[config.mk]
export PLATFORM = sky130hd
export DESIGN_NAME = chs_ctrl
export DESIGN_NICKNAME = d
export VERILOG_FILES = /design/src/sv/chs_pkg.sv /design/src/sv/chs_ctrl.sv
export VERILOG_INCLUDE_DIRS = /design/src /design/src/sv
export SDC_FILE = /design/constraint.sdc
export NUM_CORES = 1
export LEC_CHECK = 0
export ABC_AREA = 1
export BUFFER_PORTS_ARGS = -buffer_cell sky130_fd_sc_hd__buf_4
export CORE_AREA = 2 2 51 53
export DETAILED_ROUTE_END_ITERATION = 6
export DIE_AREA = 0 0 53 55
export GPL_ROUTABILITY_DRIVEN = 0
export PLACE_DENSITY = 0.79
export SLEW_MARGIN = 30
export SYNTH_ARGS = -nofsm -noshare
export SYNTH_HDL_FRONTEND = slang
export SYNTH_SLANG_ARGS = --single-unit
[constraint.sdc]
create_clock -name clk -period 1.2 [get_ports clk]
set_input_delay 0.12 -clock clk [delete_from_list [all_inputs] [get_ports clk]]
set_output_delay 0.12 -clock clk [all_outputs]
set_load 0.1 [all_outputs]
[src/sv/chained_hash_set_top_macros.svh]
// Assertion macros for the hash set modules.
// Depends on nothing; included by modules that check their own logic.
`ifndef CHAINED_HASH_SET_TOP_MACROS_SVH
`define CHAINED_HASH_SET_TOP_MACROS_SVH
// Implication checked on every clock edge outside reset.
`define CHS_ASSERT_IMP(label, clk, rst_n, ante, cons, msg) \
	label: assert property (@(posedge clk) disable iff (!rst_n) (ante) |-> (cons)) \
		else $error(msg);
// Implication whose consequence is checked in the cycle after the antecedent.
`define CHS_ASSERT_NEXT(label, clk, rst_n, ante, cons, msg) \
	label: assert property (@(posedge clk) disable iff (!rst_n) (ante) |=> (cons)) \
		else $error(msg);
`endif

[src/sv/chs_pkg.sv]
// Types and constants shared by the hash set controller, datapath and top level.
// Depends on nothing.
`timescale 1ns / 1ps
package chs_pkg;
	localparam int CFG_BITS = 11;
	localparam int IDX_BITS = 12;
	localparam int KEY_IN_BITS = 32;

	localparam logic OP_FIND = 1'b0;
	localparam logic OP_INSERT = 1'b1;

	typedef struct packed {
		logic opcode;
		logic [KEY_IN_BITS-1:0] key;
	} req_t;

	typedef struct packed {
		logic hit;
		logic [IDX_BITS-1:0] node_index;
		logic added;
		logic pool_full;
	} rsp_t;

	// Controller to datapath.
	typedef struct packed {
		logic load;        // capture request, start the modulo
		logic mod_step;    // one restoring-division step
		logic head_rd;     // read bucket head
		logic head_take;   // pointer <= head read data
		logic node_rd;     // read node at pointer
		logic node_take;   // compare and advance pointer
		logic write_node;  // link new node at head
		logic emit;        // load output register
	} cmd_t;

	// Datapath to controller.
	typedef struct packed {
		logic mod_done;
		logic ptr_nil;
		logic match;
		logic is_insert;
		logic pool_avail;
	} sts_t;
endpackage

[src/sv/chs_ctrl.sv]
// Controller of the hash set: sequences head clear, modulo, chain walk, insert and handshakes.
// Depends on chs_pkg and chained_hash_set_top_macros.svh.
`timescale 1ns / 1ps
`include "chained_hash_set_top_macros.svh"
module chs_ctrl #(
	parameter int MAX_BUCKETS = 1024
) (
	input  logic clk,
	input  logic arst_n,
	input  logic in_valid,
	output logic in_stall,
	output logic out_valid,
	input  logic out_stall,
	input  chs_pkg::sts_t sts,
	output chs_pkg::cmd_t cmd,
	output logic clear_en,
	output logic [$clog2(MAX_BUCKETS)-1:0] clear_addr
);
	localparam int BA = $clog2(MAX_BUCKETS);
	localparam logic [2:0] S_CLEAR = 3'd0;
	localparam logic [2:0] S_IDLE = 3'd1;
	localparam logic [2:0] S_MOD = 3'd2;
	localparam logic [2:0] S_HEAD = 3'd3;
	localparam logic [2:0] S_TAKE = 3'd4;
	localparam logic [2:0] S_CHECK = 3'd5;
	localparam logic [2:0] S_CMP = 3'd6;

	logic [2:0] state_q, state_d;
	logic [BA:0] clr_q;
	logic out_valid_q;
	logic out_free;
	logic accept;

	assign out_valid = out_valid_q;
	assign out_free = !out_valid_q || !out_stall;
	assign in_stall = (state_q != S_IDLE);
	assign accept = in_valid && !in_stall;
	assign clear_en = (state_q == S_CLEAR);
	assign clear_addr = clr_q[BA-1:0];

	always_comb begin
		state_d = state_q;
		cmd = '0;
		unique case (state_q)
			S_CLEAR: begin
				if (clr_q == (BA+1)'(MAX_BUCKETS - 1))
					state_d = S_IDLE;
			end
			S_IDLE: begin
				if (accept) begin
					cmd.load = 1'b1;
					state_d = S_MOD;
				end
			end
			S_MOD: begin
				cmd.mod_step = 1'b1;
				if (sts.mod_done)
					state_d = S_HEAD;
			end
			S_HEAD: begin
				cmd.head_rd = 1'b1;
				state_d = S_TAKE;
			end
			S_TAKE: begin
				cmd.head_take = 1'b1;
				state_d = S_CHECK;
			end
			S_CHECK: begin
				if (!sts.ptr_nil) begin
					cmd.node_rd = 1'b1;
					state_d = S_CMP;
				end else if (out_free) begin
					cmd.emit = 1'b1;
					cmd.write_node = sts.is_insert && sts.pool_avail;
					state_d = S_IDLE;
				end
			end
			S_CMP: begin
				if (!sts.match) begin
					cmd.node_take = 1'b1;
					state_d = S_CHECK;
				end else if (out_free) begin
					cmd.node_take = 1'b1;
					cmd.emit = 1'b1;
					state_d = S_IDLE;
				end
			end
			default: state_d = S_IDLE;
		endcase
	end

	always_ff @(posedge clk or negedge arst_n) begin
		if (!arst_n) begin
			state_q <= S_CLEAR;
			clr_q <= '0;
			out_valid_q <= 1'b0;
		end else begin
			state_q <= state_d;
			if (state_q == S_CLEAR)
				clr_q <= clr_q + (BA+1)'(1);
			if (cmd.emit)
				out_valid_q <= 1'b1;
			else if (!out_stall)
				out_valid_q <= 1'b0;
		end
	end

	`CHS_ASSERT_IMP(a_emit_room, clk, arst_n, cmd.emit, out_free, "emit while output held")
	`CHS_ASSERT_IMP(a_write_miss, clk, arst_n, cmd.write_node,
		sts.ptr_nil && sts.pool_avail, "node written on hit or full pool")
	`CHS_ASSERT_NEXT(a_accept_mod, clk, arst_n, accept, state_q == S_MOD,
		"accepted item did not start modulo")
	`CHS_ASSERT_IMP(a_no_accept_clear, clk, arst_n, state_q == S_CLEAR, in_stall,
		"input not stalled during head clear")
endmodule
After elaboration in Yosys (flattened, before gate mapping)
Index checks and enable logic that the tools add are counted.
{"block": "totals", "wordCells": 48, "regBits": 15}
{"block": "classes", "n_mux": 24, "eq_ne": 12, "add_sub_neg": 1, "reduce_logical": 8}
{"operator": "3-bit case mux with 7 select lines", "count": 1}
{"operator": "3-bit two-way mux", "count": 6}
{"operator": "1-bit two-way mux", "count": 14}
{"operator": "11-bit by 1-bit adder with 11-bit output (second input constant)", "count": 1}
{"operator": "11-bit by 10-bit equality test with 1-bit output (second input constant)", "count": 1}
{"operator": "3-bit equality test (second input constant)", "count": 3}
{"operator": "3-bit by 2-bit equality test with 1-bit output (second input constant)", "count": 2}
{"operator": "2-bit two-way mux", "count": 2}
{"operator": "2-bit by 1-bit != test with 1-bit output (second input constant)", "count": 2}
{"operator": "2-bit != test (second input constant)", "count": 2}
{"operator": "3-bit by 1-bit equality test with 1-bit output (second input constant)", "count": 1}
{"operator": "1-bit logical NOT", "count": 3}
{"operator": "3-bit logical NOT", "count": 1}
{"operator": "3-bit by 1-bit != test with 1-bit output (second input constant)", "count": 1}
{"operator": "3-bit AND reduction", "count": 1}
{"operator": "1-bit logical AND", "count": 2}
{"operator": "1-bit case mux with 2 select lines", "count": 1}
{"operator": "1-bit logical OR", "count": 1}

Logic depth before layout (Yosys ltp)
Gate-level depths: netlist of run 1.
{"block": "logic_depth", "ltp_word": 6, "depth_mapped": 8, "depth_no_buf": 8}

Worst setup path before layout of run 1
Ideal clock, no wire load.
{"block": "synth_path", "kind": "flip-flop to output port", "from": "register state_q[0]", "to": "output port cmd[7] in the netlist's numbering", "stages_incl_launch_ff": 5, "t_required_ns": 1.080, "arrival_time_ns": 2.683, "path_slack_ns": -1.603, "path_cell_list": "dfrtp_1 -> inv_1 -> nor2_1 -> nand2_1 -> nor2_1"}
{"element": "from (decl)", "line_no": "chs_ctrl.sv:28", "source": "logic [2:0] state_q, state_d;"}
{"element": "from (signal assigned)", "line_no": "chs_ctrl.sv:98", "source": "state_q <= state_d;"}
{"element": "to (decl)", "line_no": "chs_ctrl.sv:15", "source": "output chs_pkg::cmd_t cmd,"}

==> impl_metrics.csv, run 1 <==
group,metric,value,unit
synthesis,syn_area,0.00101,mm^2
clocking,clk_pin_slew,0.09,ns
die,dieWidth,53,um
synthesis,yosys-top-cells-area,"dfrtp_1 37%, nand2_1 12%, inv_1 9.3%",
power,irDropWorstVdd,2.61,mV
critical_path,worstSetupEndpoint,"cmd[3]",
die,start_util,42.6,%
clocking,cts_tree,"built",
timing,finalCriticalPeriod,1.63,ns
critical_path,criticalPathCategory,"reg2out",
finish,final.fill_count,170,
clocking,clock-sinks,15,
timing,setup-violations-final,22,
clocking,clockRootBuffer,"clkbuf_4",
global_routing,grt_pass1_wl,4.10,mm
route,vias_per_cell,4.61,
die,die_area,0.00292,mm^2
critical_path,crit_start,"state_q[1]$_DFFE_PN0P_",
timing,skew,0.00681,ns
timing,worst_slew_pin_slew,0.278,ns
clocking,htreeDepth,1,
finish,final_common_cell,"buf_4",
route,drt_iter0_markers,11,
power,p_per_area,2910,mW/mm^2
critical_path,reg2reg_slack,-0.29,ns
global_routing,grtUsageTotal,19.2,%
synthesis,synth_cells,136,
synthesis,synth_cell_types,24,
global_routing,antenna_found_initial,0,
finish,n_antenna_cell,0,
critical_path,endpoint_kind,"primary output",
timing,slew_violations,0,
finish,final_cell_mix,"32 x buf_4, 23 x nand2_1, 18 x inv_1",
timing,finalSetupTns,-5.93,ns
min_path,hold_path.class,"in2reg",
synthesis,synth_top_area_share,37.2,%
finish,area_delta_synth_final,77.7,%
finish,layout-drive-gt1-share,54.8,%
run_status,status,"complete, but fails checks",
run_status,violations,"negative setup slack",
synthesis,yosysTopAreaCell,"dfrtp_1",
synthesis,synth_nets,146,
die,core-area,0.00236,mm^2
route,wirelength,2.49,mm
critical_path,worstReg2RegEnd,"clr_q[6]$_DFFE_PN0P_",
timing,setup_slack,-0.430,ns
critical_path,cp.arrival,1.51,ns
synthesis,synth.avg_cell_area,7.42,um^2
timing,hold_viol_final,0,
synthesis,yosysWarningCount,0,
route,wl_per_cell,11.4,um
die,num_rows,18,
die,ios,30,
placed_design,numPortBuffers,29,
synthesis,synth.yosys.seq_area_share,37.2,%
placed_design,place_area,0.00144,mm^2
global_routing,grt_overflow,0,
critical_path,worstRegToRegCells,8,
route,vias,1004,
timing,fin_crit_sh,136,%
placed_design,post-dp-hpwl,1.79,mm
timing,relSlewSlack,81.6,%
clocking,cts_buffers,3,
clocking,clockBufferDepth,2,
critical_path,critical_path.max_fanout,5,
critical_path,reg2reg_from,"state_q[1]$_DFFE_PN0P_",
global_routing,grt_max_degree,16,
timing,clock.fmax,613,MHz
timing,rsz0062_at_grt,"true",
finish,finalCoreUtilization,75.8,%
global_routing,grt_pass1_vias,984,
route,drt_pre_antenna_iters,4,
critical_path,cp_data_required_time,1.08,ns
critical_path,cp-start-kind,"flop",
route,drc,0,
finish,layout.nets,199,
timing,whs,0.0779,ns
run,maxCapViolations,0,
power,power_leakage,0.898,nW
route,ant_nets,0,
die,die_h,55,um
clocking,clk_latency,0.29,ns
synthesis,synth_seq_cells,15,
finish,final_area,0.00179,mm^2
[layout make-up]
type | count | area, um^2 | share of cell area, %
Timing Repair Buffer | 58 | 628 | 35.1
Multi-Input combinational cell | 83 | 583 | 32.5
Inverter | 28 | 134 | 7.47
Tap cell | 30 | 37.5 | 2.09
Clock buffer | 4 | 26.3 | 1.47
Sequential cell | 15 | 383 | 21.4
[where the power goes]
part | internal, mW | switching, mW | total, mW
Combinational | 1.48 | 2.54 | 4.02
Sequential | 0.679 | 0.217 | 0.895
Clock | 0.130 | 0.166 | 0.295
Total | 2.29 | 2.92 | 5.21
[routing by layer]
metal	part of all wire, %	vias up	track usage, %
met1	39	469	20.5
met5	0	-	0
li1	-	504	-
met4	1.8	0	6.41
met2	55	26	39.2
met3	3.9	5	1.88
[what timing repair did]
action | CTS | global route
resized for setup | 55 | 5
pin swaps | 9 | 6
setup buffers | 6 | 4
hold endpoints to repair | 15 | 0
setup endpoints to repair | 24 | 27
hold buffers | 1 | 0
[Yosys cell counts, drive strengths merged]
| cell type | instances |
|---|---|
| a21oi | 2 |
| buf | 10 |
| dfrtp | 15 |
| ha | 1 |
| inv | 28 |
| nand2 | 35 |
| nand3 | 11 |
| nand4 | 3 |
| nor2 | 16 |
| nor3 | 3 |
| o21ai | 4 |
| o21bai | 1 |
| xnor2 | 1 |
| xor2 | 6 |
[registers in the layout (all words and copies together) (netlist names)]
signal     cells
clr_q         11
out_valid      1
state_q        3
[per-stage QoR]
stage | setup slack, ns | power (mW) | cells
after global placement | -0.142 | 4.06 | 203
after CTS | -0.402 | 5.06 | 214
after global routing | -0.489 | 5.48 | 218
after floorplan | -0.322 | 3.43 | 136
after detailed placement | -0.191 | 4.11 | 203
final | -0.430 | 5.21 | 218
[worst min-delay path by stage]
stage | from | end | slack [ns] | depth (start not counted)
2_1_floorplan | arst_n | clr_q[0]$_DFFE_PN0P_ | -0.18 | 0
3_3_place_gp | arst_n | clr_q[7]$_DFFE_PN0P_ | -0.02 | 1
3_5_place_dp | arst_n | clr_q[6]$_DFFE_PN0P_ | -0.01 | 1
4_1_cts | out_stall | out_valid$_DFFE_PN0P_ | 0.09 | 3
5_1_grt | out_stall | out_valid$_DFFE_PN0P_ | 0.1 | 3
6_report | out_stall | out_valid$_DFFE_PN0P_ | 0.08 | 3
[cell families (layout without fill, tap and decap cells)]
group | count (synthesis) | after routing | share of synthesized area, %
AND/OR/NAND/NOR | 68 | 68 | 32.8
AO/OA/AOI/OAI | 7 | 7 | 4.84
XOR/XNOR | 7 | 7 | 6.08
buffers and inverters | 38 | 90 | 17.9
flip-flops | 15 | 15 | 37.2
adder cells (fa/ha/maj) | 1 | 1 | 1.24
[worst max-delay path: stages (launching register included)]
cell and delay (ns):
dfrtp_2 0.45, nor3_4 0.24, buf_4 0.15, buf_6 0.09, nand2_4 0.05, clkinvlp_4 0.08
buf_12 0.17
Note: power is estimated with default switching activity, not from simulation.
==> run 2: changes to the inputs <==
--- a/config.mk
+++ b/config.mk
@@ -13,6 +13,7 @@
 export DIE_AREA = 0 0 53 55
 export GPL_ROUTABILITY_DRIVEN = 0
 export PLACE_DENSITY = 0.79
+export SETUP_SLACK_MARGIN = 0.4
 export SLEW_MARGIN = 30
 export SYNTH_ARGS = -nofsm -noshare
 export SYNTH_HDL_FRONTEND = slang
==> run 2 against run 1 <==
Compared with the run above: the run still ends with negative setup slack left; utilization grew 11 points; clock-buffer cell count shrank 1; die area is the same; final cell count grew 6.9%; sequential power grew 2.9%; design area grew 14%; non-clock buffer count grew 15; largest cell class unchanged.
==> impl_metrics.csv, run 2 (synthesized netlist as in run 1, its figures left out) <==
group,metric,value,unit
critical_path,critical_path.max_fanout,5,
timing,clock.fmax,606,MHz
global_routing,grt_pass1_wl,4.37,mm
timing,slew_violations,0,
die,start_util,42.6,%
finish,fin_cells,233,
global_routing,grt_pass1_vias,1054,
run_status,status,"complete, but fails checks",
run,maxCapViolations,0,
global_routing,grt_overflow,0,
route,drt_iter0_markers,19,
clocking,clockRootBuffer,"clkbuf_4",
finish,area_delta_synth_final,103,%
finish,final_common_cell,"buf_4",
critical_path,cp-start-kind,"flop",
die,die_h,55,um
placed_design,placed_cells,210,
timing,relSlewSlack,81.4,%
placed_design,post-dp-hpwl,1.89,mm
route,drt_pre_antenna_iters,4,
global_routing,grtUsageTotal,21.1,%
clocking,clk_pin_slew,0.10,ns
critical_path,worstRegToRegCells,8,
power,p_per_area,2880,mW/mm^2
route,drc,0,
timing,fin_crit_sh,138,%
finish,n_antenna_cell,0,
run_status,violations,"negative setup slack",
power,power,5.89,mW
clocking,htreeDepth,1,
die,ios,30,
finish,layout.nets,214,
clocking,clock-sinks,15,
finish,regMostFlops,"clr_q",
clocking,clockBufferDepth,2,
critical_path,cp_data_required_time,1.08,ns
power,irDropWorstVdd,3.42,mV
global_routing,grt_max_degree,16,
route,wl_per_cell,13.7,um
timing,setup-violations-final,24,
route,ant_nets,0,
clocking,cts_tree,"built",
critical_path,criticalPathCategory,"reg2out",
route,vias,1141,
critical_path,cp.arrival,1.53,ns
min_path,hold_path.class,"in2reg",
finish,final_cell_mix,"40 x buf_4, 23 x nand2_1, 21 x buf_12",
clocking,cts_buffers,3,
die,die_area,0.00292,mm^2
critical_path,endpoint_kind,"primary output",
route,wirelength,3.19,mm
timing,finalCriticalPeriod,1.65,ns
timing,rsz0062_at_grt,"true",
clocking,clk_latency,0.31,ns
finish,layout-drive-gt1-share,62.6,%
die,dieWidth,53,um
route,vias_per_cell,4.90,
die,num_rows,18,
die,core-area,0.00236,mm^2
power,power_leakage,1.01,nW
timing,setup_slack,-0.451,ns
timing,hold_viol_final,0,
finish,final_area,0.00204,mm^2
timing,worst_slew_pin_slew,0.277,ns
global_routing,antenna_found_initial,0,
min_path,hold_depth,3,
placed_design,numPortBuffers,29,
finish,largest_reg_flops,11,
placed_design,place_area,0.00150,mm^2
timing,skew,0.00650,ns
## run 2: worst paths after layout
check / from / endpoint / slack (ns)
min reg2reg: clr_q[5]$_DFFE_PN0P_ / clr_q[5]$_DFFE_PN0P_ / 0.59
min in group asynchronous: arst_n / clr_q[1]$_DFFE_PN0P_ / 0.18
max in group asynchronous: arst_n / out_valid$_DFFE_PN0P_ / 0.82
max reg2reg: state_q[1]$_DFFE_PN0P_ / clr_q[6]$_DFFE_PN0P_ / -0.35
max: state_q[1]$_DFFE_PN0P_ / cmd[0] / -0.45
min: out_stall / out_valid$_DFFE_PN0P_ / 0.07
## run 2: final cells by class
class | count | area, um^2
clock inverters | 1 | 5.00
well taps | 30 | 37.5
fillers | 123 | 320
repair buffers | 73 | 855
flip-flops and latches | 15 | 389
multi-input cells | 83 | 604
clock buffers | 3 | 22.5
inverters | 28 | 131
## run 2: where the power goes
group,internal [mW],switching (mW)
logic,1.96,2.70
registers,0.688,0.234
clock network,0.125,0.193
## run 2: layer usage
layer  global-route usage [%]  share of wire (%)
met1                     22.5                 36
met2                     41.7                 57
met3                     2.42                4.5
met4                     9.40                2.2
met5                        0                  0
## run 2: worst max-delay path: stages, from the launching register on
cell	delay, ns
dfrtp_2	0.44
inv_2	0.06
nor2_4	0.14
nand2_4	0.07
o21ai_2	0.15
inv_2	0.07
nor2_4	0.11
buf_12	0.18
## run 2: timing repair
item	in CTS	in global routing
gates resized for setup	82	12
pin swaps	9	9
buffers inserted	11	7
endpoints found under the hold margin	15	0
endpoints found under the setup margin	36	36
hold buffers	1	0
cloned	0	0
## run 2: per-stage QoR
| stage | setup slack (ns) | hold slack (ns) | TNS (ns) | util (%) |
|---|---|---|---|---|
| 4_1_cts | -0.406 | 0.0723 | -6.26 | 82.3 |
| 6_report | -0.451 | 0.0711 | -7.17 | 86.5 |
| 5_1_grt | -0.509 | 0.0746 | -8.45 | 86.5 |
| 3_3_place_gp | -0.143 | -0.0172 | -1.71 | 63.5 |
| 3_5_place_dp | -0.180 | -0.0171 | -2.34 | 63.5 |
| 2_1_floorplan | -0.322 | -0.176 | -2.45 | - |
==> run 3: changes to the inputs <==
--- a/config.mk
+++ b/config.mk
@@ -8,11 +8,11 @@
 export LEC_CHECK = 0
 export ABC_AREA = 1
 export BUFFER_PORTS_ARGS = -buffer_cell sky130_fd_sc_hd__buf_4
-export CORE_AREA = 2 2 51 53
+export CORE_AREA = 2 2 60 45
 export DETAILED_ROUTE_END_ITERATION = 6
-export DIE_AREA = 0 0 53 55
+export DIE_AREA = 0 0 62 47
 export GPL_ROUTABILITY_DRIVEN = 0
-export PLACE_DENSITY = 0.79
+export PLACE_DENSITY = 0.8
 export SETUP_SLACK_MARGIN = 0.4
 export SLEW_MARGIN = 30
 export SYNTH_ARGS = -nofsm -noshare
==> run 3 against run 2 <==
Compared with the run above: critical path type unchanged; highest routed layer unchanged; design area shrank 1.2%; combinational power grew 1%; non-clock buffer count shrank 6; largest cell class unchanged; the flow still finishes with violations (negative setup slack); final cell count shrank 0.86%; hold slack gained 0.053 ns.
==> impl_metrics.csv, run 3 (synthesized netlist as in run 1, its figures left out) <==
group,metric,value,unit
die,dieWidth,62,um
die,start_util,43.0,%
clocking,clock-sinks,15,
run,maxCapViolations,0,
timing,finalSetupTns,-8.48,ns
global_routing,grtUsageTotal,27.1,%
global_routing,grt_overflow,0,
placed_design,pre_cts_ws,-0.211,ns
finish,finalCoreUtilization,86.1,%
min_path,hold_path.class,"in2reg",
clocking,clk_pin_slew,0.10,ns
die,core-area,0.00235,mm^2
clocking,cts_buffers,3,
die,die_area,0.00291,mm^2
clocking,clk_latency,0.30,ns
critical_path,criticalPathCategory,"reg2out",
run_status,status,"complete, but fails checks",
placed_design,post-dp-hpwl,2.01,mm
timing,slew_violations,0,
die,die_h,47,um
route,wirelength,4.39,mm
die,ios,30,
global_routing,grt_pass1_vias,1214,
clocking,clockBufferDepth,2,
timing,relSlewSlack,76.2,%
critical_path,cp_data_required_time,1.08,ns
placed_design,numPortBuffers,29,
critical_path,critical_path.max_fanout,3,
run_status,violations,"negative setup slack",
timing,setup_slack,-0.513,ns
critical_path,cp.arrival,1.59,ns
power,p_per_area,2960,mW/mm^2
finish,regMostFlops,"clr_q",
global_routing,grt_max_degree,16,
timing,rsz0062_at_grt,"true",
finish,area_delta_synth_final,100,%
finish,n_antenna_cell,0,
route,drt_pre_antenna_iters,4,
timing,setup-violations-final,24,
timing,clock.fmax,584,MHz
global_routing,grt_pass1_wl,5.58,mm
timing,hold_viol_final,0,
timing,skew,0.0117,ns
clocking,cts_tree,"built",
finish,final_common_cell,"buf_4",
die,num_rows,15,
finish,final_cell_mix,"33 x buf_4, 23 x nand2_1, 22 x buf_12",
timing,finalCriticalPeriod,1.71,ns
power,power_leakage,0.970,nW
clocking,clockRootBuffer,"clkbuf_4",
route,wl_per_cell,19.0,um
route,vias_per_cell,5.42,
finish,largest_reg_flops,11,
route,ant_nets,0,
route,drc,0,
timing,worst_slew_pin_slew,0.354,ns
route,drt_iter0_markers,99,
timing,whs,0.124,ns
route,vias,1251,
finish,layout.nets,208,
finish,layout-drive-gt1-share,61.4,%
global_routing,antenna_found_initial,0,
critical_path,endpoint_kind,"primary output",
timing,fin_crit_sh,143,%
clocking,htreeDepth,1,
power,irDropWorstVdd,2.73,mV
critical_path,cp-start-kind,"flop",
==> run 3: what timing repair did <==
item                       CTS  global route
setup buffers               10             6
gates cloned                 0             0
setup endpoints to repair   36            36
hold buffers                 1             0
gates resized for setup     80            15
pin swaps                    7            10
hold endpoints to repair    15             0
==> run 3: metrics by stage <==
step,cells,area (um^2),total power [mW]
floorplan,136,1150,3.48
global placement,210,1490,4.20
detailed placement,210,1490,4.26
CTS,225,1910,5.54
global route,231,2020,6.16
finish,231,2020,5.98
==> run 3: worst max-delay path, stage by stage, from the launching register on <==
cell and delay, ns:
dfrtp_2 0.45, inv_2 0.08, nor3_4 0.19, buf_4 0.17, buf_6 0.10, nand2_4 0.05
clkinvlp_4 0.08, buf_12 0.17
==> run 3: per-layer routing <==
layer	vias to the layer above	track usage (%)	wire, um
li1	529	-	-
met1	599	31.6	1570
met2	92	50.0	2240
met3	31	4.96	328
met4	0	9.36	246
met5	-	0	0
==> run 3: final timing paths <==
check | startpoint | endpoint | slack, ns | depth (start not counted)
worst min-delay path | out_stall | out_valid$_DFFE_PN0P_ | 0.12 | 3
worst max-delay path | state_q[0]$_DFFE_PN0P_ | cmd[3] | -0.51 | 7
worst min register to register | clr_q[7]$_DFFE_PN0P_ | clr_q[7]$_DFFE_PN0P_ | 0.60 | 2
worst max register to register | state_q[1]$_DFFE_PN0P_ | clr_q[6]$_DFFE_PN0P_ | -0.49 | 8
max in group asynchronous | arst_n | out_valid$_DFFE_PN0P_ | 0.77 | 2
min in group asynchronous | arst_n | clr_q[8]$_DFFE_PN0P_ | 0.21 | 2
==> run 3: where the power goes <==
part           internal, mW  leakage, nW  total (mW)  switching, mW
clock network         0.130       0.0150       0.316          0.186
registers             0.688        0.181       0.947          0.259
logic                  1.88        0.774        4.72           2.84
==> run 3: cell type report <==
cell class	count	area, um^2
repair buffers	67	822
multi-input cells	83	607
flip-flops and latches	15	390
fillers	105	327
inverters	28	131
well taps	34	42.5
clock buffers	4	26.3
